==> src/rtl/core/spectral_tone_set_detector_macros.svh <==
// ----------------------------------------------------------------------------
// Assertion macros for the spectral tone set detector
// Implication checks with a clock and an active-low reset.
// ----------------------------------------------------------------------------
`ifndef SPECTRAL_TONE_SET_DETECTOR_MACROS_SVH
`define SPECTRAL_TONE_SET_DETECTOR_MACROS_SVH

`ifndef NO_ASSERTIONS
// Consequent holds in the same cycle as the antecedent.
`define STSD_ASSERT_IMP(label, ck, rn, ante, cons) \
    label: assert property (@(posedge ck) disable iff (!rn) (ante) |-> (cons)) \
        else $error("stsd: same-cycle check failed");
// Consequent holds in the cycle after the antecedent.
`define STSD_ASSERT_NEXT(label, ck, rn, ante, cons) \
    label: assert property (@(posedge ck) disable iff (!rn) (ante) |=> (cons)) \
        else $error("stsd: next-cycle check failed");
`else
`define STSD_ASSERT_IMP(label, ck, rn, ante, cons)
`define STSD_ASSERT_NEXT(label, ck, rn, ante, cons)
`endif

`endif

==> src/rtl/core/stsd_pkg.sv <==
// ----------------------------------------------------------------------------
// stsd_pkg
// Types and constants shared by the spectral tone set detector modules.
// ----------------------------------------------------------------------------
`default_nettype none

package stsd_pkg;

    localparam int MAG_W      = 17;
    localparam int SUM_W      = 28;
    localparam int RADICAND_W = 32;
    localparam int NUM_W      = 30;
    localparam int DEN_W      = 31;
    localparam int QUOT_W     = 30;
    localparam int TONE_W     = 11;
    localparam int TONE_N     = 5;
    localparam int CFG_IDX_W  = 3;
    localparam int CFG_DATA_W = 55;

    localparam logic [CFG_IDX_W-1:0] CFG_WINDOW_FIRST    = 3'd0;
    localparam logic [CFG_IDX_W-1:0] CFG_WINDOW_LAST     = 3'd1;
    localparam logic [CFG_IDX_W-1:0] CFG_START_TONE_BINS = 3'd2;
    localparam logic [CFG_IDX_W-1:0] CFG_STOP_TONE_BINS  = 3'd3;
    localparam logic [CFG_IDX_W-1:0] CFG_SEARCH_LOW      = 3'd4;
    localparam logic [CFG_IDX_W-1:0] CFG_SEARCH_COUNT    = 3'd5;
    localparam logic [CFG_IDX_W-1:0] CFG_START_MODE      = 3'd6;
    localparam logic [CFG_IDX_W-1:0] CFG_STOP_MODE       = 3'd7;

    localparam logic [1:0] MODE_X15 = 2'd2;
    localparam logic [1:0] MODE_X25 = 2'd3;

    typedef struct packed {
        logic signed [15:0] bin_real;
        logic signed [15:0] bin_imag;
        logic               last_bin;
    } bin_t;

    typedef struct packed {
        logic              start_found;
        logic signed [7:0] deviation;
        logic              stop_found;
    } result_t;

    typedef enum logic [3:0] {
        ST_IDLE,
        ST_MUL_RE,
        ST_MUL_IM,
        ST_ROOT,
        ST_SETUP,
        ST_AIM,
        ST_ADDR,
        ST_USE,
        ST_CMP,
        ST_DEN,
        ST_NUM,
        ST_DIV,
        ST_DIVW,
        ST_DONE
    } state_t;

    typedef enum logic [1:0] {
        PH_SEARCH,
        PH_CHECK,
        PH_STOP
    } phase_t;

endpackage

`default_nettype wire

==> src/rtl/core/stsd_div.sv <==
// ----------------------------------------------------------------------------
// stsd_div
// Restoring unsigned divider, one quotient bit per cycle.
// ----------------------------------------------------------------------------
`default_nettype none

module stsd_div (
    input  wire logic                           clk,
    input  wire logic                           rst_n,
    input  wire logic                           start,
    input  wire logic [stsd_pkg::NUM_W-1:0]     num,
    input  wire logic [stsd_pkg::DEN_W-1:0]     den,
    output logic                                done,
    output logic [stsd_pkg::QUOT_W-1:0]         quot
);

    logic [stsd_pkg::DEN_W:0]    rem_reg;
    logic [stsd_pkg::DEN_W-1:0]  den_reg;
    logic [stsd_pkg::QUOT_W-1:0] q_reg;
    logic [4:0]                  count_reg;
    logic                        busy_reg;
    logic                        done_reg;

    logic [stsd_pkg::DEN_W:0]    rem_shift;
    logic                        fits;

    always_comb
    begin
        rem_shift = {rem_reg[stsd_pkg::DEN_W-1:0], q_reg[stsd_pkg::QUOT_W-1]};
        fits      = rem_shift >= {1'b0, den_reg};
    end

    always_ff @(posedge clk or negedge rst_n)
    begin
        if (!rst_n)
        begin
            busy_reg  <= 1'b0;
            done_reg  <= 1'b0;
            count_reg <= '0;
        end
        else
        begin
            done_reg <= 1'b0;
            if (start)
            begin
                busy_reg  <= 1'b1;
                count_reg <= '0;
            end
            else if (busy_reg)
            begin
                count_reg <= count_reg + 5'd1;
                if (count_reg == 5'(stsd_pkg::QUOT_W - 1))
                begin
                    busy_reg <= 1'b0;
                    done_reg <= 1'b1;
                end
            end
        end
    end

    always_ff @(posedge clk)
    begin
        if (start)
        begin
            rem_reg <= '0;
            den_reg <= den;
            q_reg   <= num;
        end
        else if (busy_reg)
        begin
            rem_reg <= fits ? (rem_shift - {1'b0, den_reg}) : rem_shift;
            q_reg   <= {q_reg[stsd_pkg::QUOT_W-2:0], fits};
        end
    end

    assign done = done_reg;
    assign quot = q_reg;

endmodule

`default_nettype wire

==> config.mk <==
export PLATFORM = sky130hd
export DESIGN_NAME = stsd_div
export DESIGN_NICKNAME = d
export VERILOG_FILES = /design/src/rtl/core/spectral_tone_set_detector_macros.svh /design/src/rtl/core/stsd_pkg.sv /design/src/rtl/core/stsd_div.sv
export SDC_FILE = /design/constraint.sdc
export NUM_CORES = 1
export LEC_CHECK = 0
export BUFFER_PORTS_ARGS = -buffer_cell sky130_fd_sc_hd__buf_2
export CAP_MARGIN = 10
export CORE_MARGIN = 4
export CORE_UTILIZATION = 45
export DETAILED_ROUTE_END_ITERATION = 10
export MAX_ROUTING_LAYER = met4
export PLACE_DENSITY = 0.7
export SLEW_MARGIN = 30
export SYNTH_ARGS = -nofsm -noshare
export SYNTH_HDL_FRONTEND = slang
export SYNTH_SLANG_ARGS = --single-unit
==> constraint.sdc <==
create_clock -name clk -period 3.4 [get_ports clk]
set_input_delay 0.34 -clock clk [delete_from_list [all_inputs] [get_ports clk]]
set_output_delay 0.34 -clock clk [all_outputs]
set_load 0.01 [all_outputs]
==> out/results.ini <==
[power_and_ir_drop]
switchingPower_w = 0.00178
cellLeakagePower_nw = 2.87
powerDensity_nw_per_um2 = 666
ir_drop_mv = 0.400
clock_power_share_pct = 22.7
pwr-share-comb_pct = 41.6
sw_frac_of_total_pct = 38.8
p_seq_share_pct = 35.6
internal_power_w = 0.00281

[sta]
finalCriticalPeriod_ns = 2.91
drv_slew = 0
hold_viol_final = 0
worst-slew-pin-transition_ns = 0.760
tns_ns = 0
post-route-period-util_pct = 85.5
rsz0062_at_grt = no
holdWs_ns = 0.149
slew_headroom_pct = 49.3
fin_worst_skew_ns = 0.0127
setup_violations = 0
clock.fmax_mhz = 344

[cts]
ctsResizeCount = 0
cts_buffer_depth = 2
clk_latency_ns = 0.36
cts_tree = yes
cts_max_level = 3
cts_root_buf = clkbuf_16
post_cts_buffers = 0
cts_hold_buf = 1
clock-sinks = 99
cts.clk_slew.worst_paths_ns = 0.08
cts_buffers = 9

[synth]
synth_compound_area_share_pct = 20.3
syn-cell-area_sq_um = 6000
synth.top_cell.area_share_pct = 30.6
synthTopCellsByArea = edfxtp_1 31%, dfxtp_1 10%, ha_1 6.9%
syn_inst = 596
synthAdderAreaFrac_pct = 7.22
synth-seq-area-share_pct = 43.8
synth_seq_cells = 99
syn_avg_cell_area_sq_um = 10.1
ys_types = 69
synth_edf_count = 61
syn_nets = 694
synth_top_family_by_area = compound AO/OA/AOI/OAI gates
yosysWarningCount = 0
muxShareOfSynthArea_pct = 5.80
synth-xor-area-share_pct = 3.07
async_flop_share_pct = 7.07
synth_top_cell_by_area = edfxtp_1
yosys.area_share.simple_pct = 14.3
ys.flop_type = edfxtp_1

[critical_path]
critical_path_class = reg2reg
critPathLaunch = quot[29]
reg2regPathDepth = 11
r2r_slack_ns = 0.49
r2r-start = quot[29]
required_ns = 3.59
path_delay_family = compound AO/OA/AOI/OAI gates
cp.depth = 11
slowest_delay_ns = 0.42
reg2reg_to = rem_reg[26]
path_max_fanout = 4
cp_slowest_cell = o21ai_0
path_buf_inv = 1
cp-start-kind = register
worstPathCellList = inv_1 -> ha_1 -> fa_1 -> nor2b_4 -> o31a_4 -> o21a_1 -> o21ai_0 -> nand3_1 -> a21oi_1 -> or3_1 -> a41oi_1
critPathCaptureType = register
endpoint = rem_reg[26]
crit_arrival_ns = 3.10

[finish]
fill_cells = 1167
area_growth_pct = 15.0
drive_gt1_share_pct = 26.0
post-route-util_pct = 53.8
fin_nets = 775
diodes = 0

[die]
initial_utilization_pct = 46.8
rows = 41
die_x_um = 123
core-area_sq_um = 12800
dieArea_sq_um = 15200
ios = 95
die_h_um = 123

[drt]
drt_iter0_markers = 373
wirelength_um = 13900
vias = 4816
vias_per_cell = 5.64
drtPass1Iterations = 5
drt.antenna.violating_nets = 0
avgRoutedWirePerCell_um = 16.2
drc = 0

[place]
gp_congestion = 0.977
port_buffers = 94
dp_hpwl_um = 10300

[grt]
gr-usage-met1_pct = 25.6
use_met3_pct = 4.16
grt_pass1_vias = 4684
overflow = 0
grt_pass1_wl_um = 22700
grt_use_total_pct = 19.4
antenna_found_initial = 0
grt_use_met2_pct = 29.3
grt_busiest_layer = met2
grt_max_degree = 44

[worst_hold_path]
worstHoldStart = den[5]
min_path_type = in2reg

[status]
run_status = finished clean

[job]
drv_cap = 0

==> Yosys cell counts (all sizes together) (10+ instances only) <==
cell / n
edfxtp: 61
nand2: 61
nor2: 43
inv: 42
a21oi: 36
ha: 33
dfxtp: 31
mux2: 30
o21ai: 20
a311oi: 19
buf: 19
a21o: 15
clkbuf: 15
nand3: 14
nand4: 14
o21bai: 12
xnor2: 11
or3: 10
xor2: 10
==> routing by layer <==
metal | share of wire [%] | routed length, um
met5 | 0 | 0
met4 | 2.5 | 341
met3 | 5.6 | 777
met2 | 47 | 6490
met1 | 45 | 6250
==> kinds of logic after synthesis <==
logic type	Yosys count
muxes	31
AOI/OAI and AO/OA	157
DFF	99
and+or+nand+nor	178
adders and majority gates	34
buffers and inverters	76
xor gates and xnor gates	21
==> power groups by stage <==
stage                     Combinational (W)  Sequential, W  Clock, W
after floorplan                     0.00146        0.00164         0
after global placement              0.00186        0.00165         0
after detailed placement            0.00188        0.00166         0
after CTS                           0.00189        0.00163   0.00107
after global routing                0.00211        0.00166   0.00113
final                               0.00191        0.00164   0.00104
==> layout by cell type, fill, tap and decap left out, types with 8 or more instances in the layout <==
master and n:
dfxtp_1 31, nand4_1 14, nand2_1 61, inv_1 42, nand3_1 14, o21ai_0 15
mux2_2 30, edfxtp_1 61, a31oi_1 8, or3_1 10, a21o_1 15, o21bai_1 12
buf_2 93, a311oi_1 12, xnor2_1 11, clkbuf_16 9, nor2_1 42, ha_1 33
a21oi_1 33, buf_4 10, xor2_1 10
==> how the worst min path moves through the flow <==
stage	to	slack, ns	depth (start not counted)
6_report	den_reg[5]	0.15	1
5_1_grt	den_reg[25]	0.13	1
3_3_place_gp	done	0.18	1
4_1_cts	den_reg[5]	0.13	1
2_1_floorplan	busy_reg	0.04	0
3_5_place_dp	done	0.18	1
==> per-stage QoR <==
stage,power (W),worst slack [ns],area [sq um],std cells
floorplan,0.00310,0.671,6000,596
global placement,0.00351,0.590,6580,837
detailed placement,0.00354,0.518,6580,837
CTS,0.00460,0.489,6900,854
global route,0.00490,0.327,6900,854
finish,0.00459,0.493,6900,854
==> final cells by class <==
class                      instances  area [sq um]  share of cell area (%)
timing repair buffer             104           551                    7.98
tap                              172           215                    3.12
inverter                          42           158                    2.29
clock inverter                     6          66.3                   0.962
multi-input combinational        421          3040                    44.1
sequential                        99          2630                    38.1
clock buffer                      10           239                    3.47
No activity file was read; power rests on OpenSTA's default activity.
