===== config.mk =====
export PLATFORM = sky130hd
export DESIGN_NAME = stsd_isqrt
export DESIGN_NICKNAME = d
export VERILOG_FILES = /design/src/rtl/core/spectral_tone_set_detector_macros.svh /design/src/rtl/core/stsd_pkg.sv /design/src/rtl/core/stsd_isqrt.sv
export SDC_FILE = /design/constraint.sdc
export NUM_CORES = 1
export LEC_CHECK = 0
export ABC_AREA = 1
export CORE_MARGIN = 2
export CORE_UTILIZATION = 30
export CTS_CLUSTER_SIZE = 12
export DETAILED_ROUTE_END_ITERATION = 16
export DONT_BUFFER_PORTS = 1
export PLACE_DENSITY = 0.5
export SYNTH_ARGS = -nofsm -noshare
export SYNTH_HDL_FRONTEND = slang
export SYNTH_SLANG_ARGS = --single-unit

===== constraint.sdc =====
create_clock -name clk -period 8.4 [get_ports clk]
set_clock_uncertainty 0.2 [all_clocks]
set_input_delay 0 -clock clk [delete_from_list [all_inputs] [get_ports clk]]
set_output_delay 0 -clock clk [all_outputs]
set_load 0.02 [all_outputs]

===== src/rtl/core/spectral_tone_set_detector_macros.svh =====
// ----------------------------------------------------------------------------
// Assertion macros for the spectral tone set detector
// Implication checks with a clock and an active-low reset.
// ----------------------------------------------------------------------------
`ifndef SPECTRAL_TONE_SET_DETECTOR_MACROS_SVH
`define SPECTRAL_TONE_SET_DETECTOR_MACROS_SVH

`ifndef NO_ASSERTIONS
// Consequent holds in the same cycle as the antecedent.
`define STSD_ASSERT_IMP(label, ck, rn, ante, cons) \
    label: assert property (@(posedge ck) disable iff (!rn) (ante) |-> (cons)) \
        else $error("stsd: same-cycle check failed");
// Consequent holds in the cycle after the antecedent.
`define STSD_ASSERT_NEXT(label, ck, rn, ante, cons) \
    label: assert property (@(posedge ck) disable iff (!rn) (ante) |=> (cons)) \
        else $error("stsd: next-cycle check failed");
`else
`define STSD_ASSERT_IMP(label, ck, rn, ante, cons)
`define STSD_ASSERT_NEXT(label, ck, rn, ante, cons)
`endif

`endif


===== src/rtl/core/stsd_pkg.sv =====
// ----------------------------------------------------------------------------
// stsd_pkg
// Types and constants shared by the spectral tone set detector modules.
// ----------------------------------------------------------------------------
`default_nettype none

package stsd_pkg;

    localparam int MAG_W      = 17;
    localparam int SUM_W      = 28;
    localparam int RADICAND_W = 32;
    localparam int NUM_W      = 30;
    localparam int DEN_W      = 31;
    localparam int QUOT_W     = 30;
    localparam int TONE_W     = 11;
    localparam int TONE_N     = 5;
    localparam int CFG_IDX_W  = 3;
    localparam int CFG_DATA_W = 55;

    localparam logic [CFG_IDX_W-1:0] CFG_WINDOW_FIRST    = 3'd0;
    localparam logic [CFG_IDX_W-1:0] CFG_WINDOW_LAST     = 3'd1;
    localparam logic [CFG_IDX_W-1:0] CFG_START_TONE_BINS = 3'd2;
    localparam logic [CFG_IDX_W-1:0] CFG_STOP_TONE_BINS  = 3'd3;
    localparam logic [CFG_IDX_W-1:0] CFG_SEARCH_LOW      = 3'd4;
    localparam logic [CFG_IDX_W-1:0] CFG_SEARCH_COUNT    = 3'd5;
    localparam logic [CFG_IDX_W-1:0] CFG_START_MODE      = 3'd6;
    localparam logic [CFG_IDX_W-1:0] CFG_STOP_MODE       = 3'd7;

    localparam logic [1:0] MODE_X15 = 2'd2;
    localparam logic [1:0] MODE_X25 = 2'd3;

    typedef struct packed {
        logic signed [15:0] bin_real;
        logic signed [15:0] bin_imag;
        logic               last_bin;
    } bin_t;

    typedef struct packed {
        logic              start_found;
        logic signed [7:0] deviation;
        logic              stop_found;
    } result_t;

    typedef enum logic [3:0] {
        ST_IDLE,
        ST_MUL_RE,
        ST_MUL_IM,
        ST_ROOT,
        ST_SETUP,
        ST_AIM,
        ST_ADDR,
        ST_USE,
        ST_CMP,
        ST_DEN,
        ST_NUM,
        ST_DIV,
        ST_DIVW,
        ST_DONE
    } state_t;

    typedef enum logic [1:0] {
        PH_SEARCH,
        PH_CHECK,
        PH_STOP
    } phase_t;

endpackage

`default_nettype wire


===== src/rtl/core/stsd_isqrt.sv =====
// ----------------------------------------------------------------------------
// stsd_isqrt
// Integer square root of a 32-bit value, two result bits per cycle.
// ----------------------------------------------------------------------------
`default_nettype none

module stsd_isqrt (
    input  wire logic                               clk,
    input  wire logic                               rst_n,
    input  wire logic                               start,
    input  wire logic [stsd_pkg::RADICAND_W-1:0]    value,
    output logic                                    done,
    output logic [stsd_pkg::MAG_W-1:0]              root
);

    logic [stsd_pkg::RADICAND_W-1:0] v_reg;
    logic [stsd_pkg::RADICAND_W-1:0] r_reg;
    logic [stsd_pkg::RADICAND_W-1:0] bit_reg;
    logic [2:0]                      count_reg;
    logic                            busy_reg;
    logic                            done_reg;

    logic [stsd_pkg::RADICAND_W-1:0] v1, r1, v2, r2, t1, t2, bit2;

    always_comb
    begin
        t1 = r_reg + bit_reg;
        if (v_reg >= t1)
        begin
            v1 = v_reg - t1;
            r1 = (r_reg >> 1) + bit_reg;
        end
        else
        begin
            v1 = v_reg;
            r1 = r_reg >> 1;
        end
        bit2 = bit_reg >> 2;
        t2   = r1 + bit2;
        if (v1 >= t2)
        begin
            v2 = v1 - t2;
            r2 = (r1 >> 1) + bit2;
        end
        else
        begin
            v2 = v1;
            r2 = r1 >> 1;
        end
    end

    always_ff @(posedge clk or negedge rst_n)
    begin
        if (!rst_n)
        begin
            busy_reg  <= 1'b0;
            done_reg  <= 1'b0;
            count_reg <= '0;
        end
        else
        begin
            done_reg <= 1'b0;
            if (start)
            begin
                busy_reg  <= 1'b1;
                count_reg <= '0;
            end
            else if (busy_reg)
            begin
                count_reg <= count_reg + 3'd1;
                if (count_reg == 3'd7)
                begin
                    busy_reg <= 1'b0;
                    done_reg <= 1'b1;
                end
            end
        end
    end

    always_ff @(posedge clk)
    begin
        if (start)
        begin
            v_reg   <= value;
            r_reg   <= '0;
            bit_reg <= 32'h4000_0000;
        end
        else if (busy_reg)
        begin
            v_reg   <= v2;
            r_reg   <= r2;
            bit_reg <= bit_reg >> 4;
        end
    end

    assign done = done_reg;
    assign root = r_reg[stsd_pkg::MAG_W-1:0];

endmodule

`default_nettype wire


==> impl_metrics.env, run 1 <==
export IMPL_outcome="complete, no violations"
export IMPL_slew_viol_final=0
export IMPL_yosysSeqAreaShare_pct=15.00
export IMPL_post_route_drc_count=0
export IMPL_layout_common_cells="nand2_1 (657), inv_1 (262), nor2_1 (224), nand3_1 (148), a21oi_1 (109)"
export IMPL_maxCapViolCount=0
export IMPL_finalSetupTns_ps=0
export IMPL_wl_per_cell_um=20.74
export IMPL_core_sq_um=41670
export IMPL_path_common_cell="a21oi_1"
export IMPL_multi_input_area_sq_um=9499
export IMPL_synthMuxAreaShare_pct=0
export IMPL_cp_start_kind="flip-flop"
export IMPL_final_fill_count=4717
export IMPL_met3_length_um=3413
export IMPL_clockBufferDepth=2
export IMPL_synth_nets=2277
export IMPL_vias=14200
export IMPL_min_period_ps=7993
export IMPL_m1WireLength_um=25260
export IMPL_drt_iter0_drc=1196
export IMPL_synth_compound_area_share_pct=15.11
export IMPL_via_per_inst=5.224
export IMPL_avgSynthCellArea_sq_um=5.880
export IMPL_synth_top_family_by_area="simple AND/OR/NAND/NOR gates"
export IMPL_htreeDepth=3
export IMPL_clk_pin_slew_ps=70
export IMPL_gr_total_overflow=0
export IMPL_hpwl_um=45300
export IMPL_synthSimpleGateAreaFrac_pct=40.44
export IMPL_synth_xor_area_share_pct=7.919
export IMPL_fin_nets=2311
export IMPL_wl_met2_um=25230
export IMPL_synth_top_cell_area_share_pct=19.73
export IMPL_critPathKind="reg2reg"
export IMPL_cts_buffers=9
export IMPL_arrival_ps=7940
export IMPL_ys_seq_elements=77
export IMPL_gp_congestion=0.9654
export IMPL_antenna_found_initial=3
export IMPL_fin_util_pct=33.99
export IMPL_crit_fanout=21
export IMPL_synth_fa_ha_area_share_pct=10.37
export IMPL_grt_pass1_wl_um=82680
export IMPL_hp_class="in2reg"
export IMPL_final_common_cell="nand2_1"
export IMPL_fp_dieW_um=208.8
export IMPL_synthCells=2139
export IMPL_critical_path_required_ps=8340
export IMPL_ff_latch_area_sq_um=1889
export IMPL_syn_area_sq_um=12580
export IMPL_first_pass_iters=5
export IMPL_grt_max_degree=43
export IMPL_clk_latency_ps=390
export IMPL_critPathSlowestCell="a21oi_1"
export IMPL_synth_cell_type_count=63
export IMPL_die_area_sq_um=43580
export IMPL_grt_pass1_vias=13350
export IMPL_clockRootBuffer="clkbuf_16"
export IMPL_worst_setup_path_end_kind="flip-flop"
export IMPL_hold_viol=0
export IMPL_slowest_delay_ps=400
export IMPL_max_slew_worst_pin_slew_ps=802.6
export IMPL_synth_area_leaders="nand2_1 (20%), ha_1 (10%), inv_1 (7.9%)"
export IMPL_yosysWarnings=0
export IMPL_drive_above_1_share_pct=8.953
export IMPL_portBuffers=0
export IMPL_rows=75
export IMPL_fin_cells=2718
export IMPL_io_pins=53
export IMPL_die_y_um=208.8
export IMPL_cts_tree="built"
export IMPL_top_layer_used="met5"
export IMPL_fmax_mhz=125.1
export IMPL_start_util_pct=30.19
export IMPL_yosysTopAreaCell="nand2_1"
export IMPL_ant_nets=0
export IMPL_wirelength_um=56380
export IMPL_clock_sinks=77
export IMPL_finalCritPeriodShare_pct=95.15
export IMPL_setup_viol=0
export IMPL_maxSlewHeadroom_pct=46.43
export IMPL_track_usage_pct=25.18
export IMPL_area_growth_pct=12.59
export IMPL_dp_cells=2654
## final cells by class
cell class	instances	area share [%]
multi-input combinational	1724	67.08
sequential	77	13.34
inverter	282	7.492
timing repair buffer	79	5.416
tap	539	4.762
clock buffer	9	1.590
clock inverter	7	0.3004
antenna	1	0.01767
## worst max-delay path: cells and delay by family, from the launching register on
kind                     cells  cell delay (ps)
AO/OA/AOI/OAI               10             2090
adder cells (fa/ha/maj)      3              860
flip-flops                   1              390
XOR/XNOR                     2              640
buffers and inverters        5              720
AND/OR/NAND/NOR             16             2810
## Yosys cell counts (all sizes together)
master,count
buf,33
o211ai,4
edfxtp,32
a32o,1
nor4,6
nor2,257
dfxtp,40
dfrtp,5
clkbuf,26
o21ai,126
o21a,3
fa,2
and2,6
nand3,154
a41oi,1
o311ai,1
a21oi,113
nand2,694
nor3,24
xor2,83
a21boi,9
a22o,4
ha,101
nand4,23
and3,1
a41o,1
a211o,1
o221ai,1
a221oi,3
o32ai,1
o31ai,3
xnor2,26
clkinv,1
a21o,7
or2,5
nand3b,9
inv,281
o22ai,12
o21bai,16
a31oi,23
## stage by stage
step	instance area (sq um)	setup WS [ps]	hold slack (ps)
after floorplan	12580	1345	-495.6
after global placement	13200	-187.6	-495.5
after detailed placement	13200	-222.0	-495.5
after CTS	13930	43.55	127.7
after global routing	14160	-79.40	144.8
final	14160	407.3	135.7
## layer usage
| metal | global-route usage (%) | vias to the layer above |
|---|---|---|
| li1 | - | 7000 |
| met1 | 32.99 | 6600 |
| met2 | 40.74 | 484 |
| met3 | 4.163 | 113 |
| met4 | 11.06 | 2 |
| met5 | 0 | - |
## kinds of logic after synthesis
family,count (synthesis)
adders and majority gates,103
DFF,77
buffers and inverters,341
AOI/OAI and AO/OA,330
xor gates and xnor gates,109
and+or+nand+nor,1179
## final timing paths
| kind | startpoint | to | slack, ps | cells after the start |
|---|---|---|---|---|
| worst min register to register | count_reg[2] | count_reg[2] | 320 | 1 |
| worst max-delay path | r_reg[2] | v_reg[20] | 410 | 36 |
| worst max register to register | r_reg[2] | v_reg[20] | 410 | 36 |
| worst min-delay path | value[26] | v_reg[26] | 140 | 3 |
| min in group asynchronous | rst_n | done | 240 | 2 |
| max in group asynchronous | rst_n | count_reg[2] | 7560 | 2 |
## repair_timing
item                       4_1_cts  5_1_grt
setup endpoints to repair       62       64
gates resized for setup          6       38
cloned                           3        2
buffers inserted                 2        3
pin swaps                        2        6
hold endpoints to repair        69        0
hold buffers                    37        0
Power of run 1 is not shown: default switching activity piles up to over one toggle a cycle in this logic, so the estimate is an artifact.
==> inputs of run 2 (changes only) <==
--- a/config.mk
+++ b/config.mk
@@ -11,6 +11,7 @@
 export CTS_CLUSTER_SIZE = 12
 export DETAILED_ROUTE_END_ITERATION = 16
 export DONT_BUFFER_PORTS = 1
+export GPL_TIMING_DRIVEN = 0
 export PLACE_DENSITY = 0.5
 export SYNTH_ARGS = -nofsm -noshare
 export SYNTH_HDL_FRONTEND = slang
==> run 2 against run 1 <==
Against the previous run:
- die area stayed put
- via count is 0.20% lower
- critical path depth is 12 higher
- worst setup slack worse by 31 ps
- non-clock buffer count is 32 higher
- clock-buffer cell count is 2 higher
- first-iteration DRC count is 7.8% higher
- largest cell class unchanged
- fmax is 0.39% lower
- critical endpoint is now v_reg[13]
==> impl_metrics.env, run 2 (synthesis gave the netlist of run 1 again) <==
export IMPL_setup_viol=0
export IMPL_fin_nets=2341
export IMPL_cts_tree="built"
export IMPL_crit_fanout=10
export IMPL_path_common_cell="nand2_1"
export IMPL_start_util_pct=30.19
export IMPL_core_sq_um=41670
export IMPL_critPathSlowestCell="dfxtp_4"
export IMPL_ant_nets=0
export IMPL_met3_usage_pct=1.292
export IMPL_fmax_mhz=124.6
export IMPL_hp_class="in2reg"
export IMPL_outcome="complete, no violations"
export IMPL_clockBufferDepth=2
export IMPL_gp_congestion=0.9638
export IMPL_clk_latency_ps=340
export IMPL_post_route_drc_count=0
export IMPL_met1_usage_pct=33.36
export IMPL_grt_max_degree=38
export IMPL_layout_common_cells="nand2_1 (643), inv_1 (260), nor2_1 (221), nand3_1 (147), a21oi_1 (102)"
export IMPL_cp_start_kind="flip-flop"
export IMPL_place_area_sq_um=13270
export IMPL_area_growth_pct=16.65
export IMPL_maxSlewHeadroom_pct=50.25
export IMPL_maxCapViolCount=0
export IMPL_die_area_sq_um=43580
export IMPL_gr_total_overflow=0
export IMPL_hpwl_um=45130
export IMPL_antenna_found_initial=2
export IMPL_worst_setup_path_end_kind="flip-flop"
export IMPL_vias=14170
export IMPL_fp_dieW_um=208.8
export IMPL_clockRootBuffer="clkbuf_16"
export IMPL_critical_path_required_ps=8340
export IMPL_grt_most_used_layer="met2"
export IMPL_grtUsageMet2_pct=38.28
export IMPL_arrival_ps=7960
export IMPL_min_period_ps=8024
export IMPL_grt_pass1_wl_um=79160
export IMPL_fin_area_sq_um=14670
export IMPL_drt_iter0_drc=1289
export IMPL_fin_util_pct=35.21
export IMPL_critPathKind="reg2reg"
export IMPL_grt_pass1_vias=13300
export IMPL_drive_above_1_share_pct=12.05
export IMPL_slew_viol_final=0
export IMPL_portBuffers=0
export IMPL_via_per_inst=5.157
export IMPL_wirelength_um=53020
export IMPL_hold_viol=0
export IMPL_clk_pin_slew_ps=60
export IMPL_io_pins=53
export IMPL_max_slew_worst_pin_slew_ps=743.5
export IMPL_first_pass_iters=6
export IMPL_htreeDepth=3
export IMPL_clock_sinks=77
export IMPL_slowest_delay_ps=380
export IMPL_final_common_cell="nand2_1"
export IMPL_rows=75
export IMPL_track_usage_pct=23.88
export IMPL_cts_buffers=9
export IMPL_wl_per_cell_um=19.29
export IMPL_finalCritPeriodShare_pct=95.52
export IMPL_die_y_um=208.8
## run 2: cell types whose count changed in the layout (fill, tap and decap cells not counted), sizes merged, moves of 2 or more
cell	delta
bufinv	+2
nand2	-3
dlygate4sd3	-2
clkbuf	+25
buf	+11
clkinv	-2
## run 2: final cells by class
class / count / area [sq um]
Antenna cell: 1 / 2.502
Buffer: 59 / 389.1
Clock buffer: 11 / 242.7
Clock inverter: 5 / 73.82
Fill cell: 4629 / 26990
Inverter: 282 / 1062
Multi-Input combinational cell: 1722 / 9828
Sequential cell: 77 / 1898
Tap cell: 539 / 674.4
Timing Repair Buffer: 52 / 500.5
## run 2: path summary, 6_finish.rpt
path | startpoint | to | slack, ps | cells past startpoint
min in group asynchronous | rst_n | done | 340 | 2
setup reg to reg | bit_reg[2] | v_reg[13] | 380 | 48
hold / removal | start | v_reg[0] | 200 | 2
setup / recovery | bit_reg[2] | v_reg[13] | 380 | 48
hold reg to reg | bit_reg[2] | bit_reg[2] | 320 | 2
max in group asynchronous | rst_n | count_reg[2] | 7440 | 2
## run 2: repair_timing
| item | 4_1_cts | 5_1_grt |
|---|---|---|
| endpoints found under the hold margin | 37 | 0 |
| hold buffers | 34 | 0 |
| gates cloned | 1 | 0 |
| resized for setup | 42 | 101 |
| setup buffers | 4 | 13 |
| setup endpoints to repair | 64 | 64 |
| pin swaps | 3 | 19 |
## run 2: stage by stage
| step | hold slack (ps) | instances | TNS [ps] | worst slack (ps) |
|---|---|---|---|---|
| 2_1_floorplan | -495.6 | 2139 | 0 | 1345 |
| 3_3_place_gp | -495.4 | 2678 | -67050 | -1436 |
| 3_5_place_dp | -495.5 | 2679 | -69710 | -1510 |
| 4_1_cts | 155.7 | 2734 | 0 | 35.31 |
| 5_1_grt | 164.5 | 2747 | -63.14 | -44.76 |
| 6_report | 203.5 | 2748 | 0 | 376.3 |
## run 2: worst max-delay path: cells and delay by family (launching register included)
| family | cells | cell delay, ps |
|---|---|---|
| buf+inv | 7 | 860 |
| flops | 1 | 380 |
| simple gates | 27 | 3530 |
| xor+xnor | 1 | 220 |
| compound gates | 9 | 1500 |
| fa+ha+maj | 4 | 1120 |
## run 2: layer usage
| metal | wire [um] | vias up |
|---|---|---|
| li1 | - | 7059 |
| met1 | 24550 | 6516 |
| met2 | 22920 | 507 |
| met3 | 3241 | 87 |
| met4 | 2297 | 2 |
| met5 | 7 | - |
Power of run 2 is left out for the same reason.
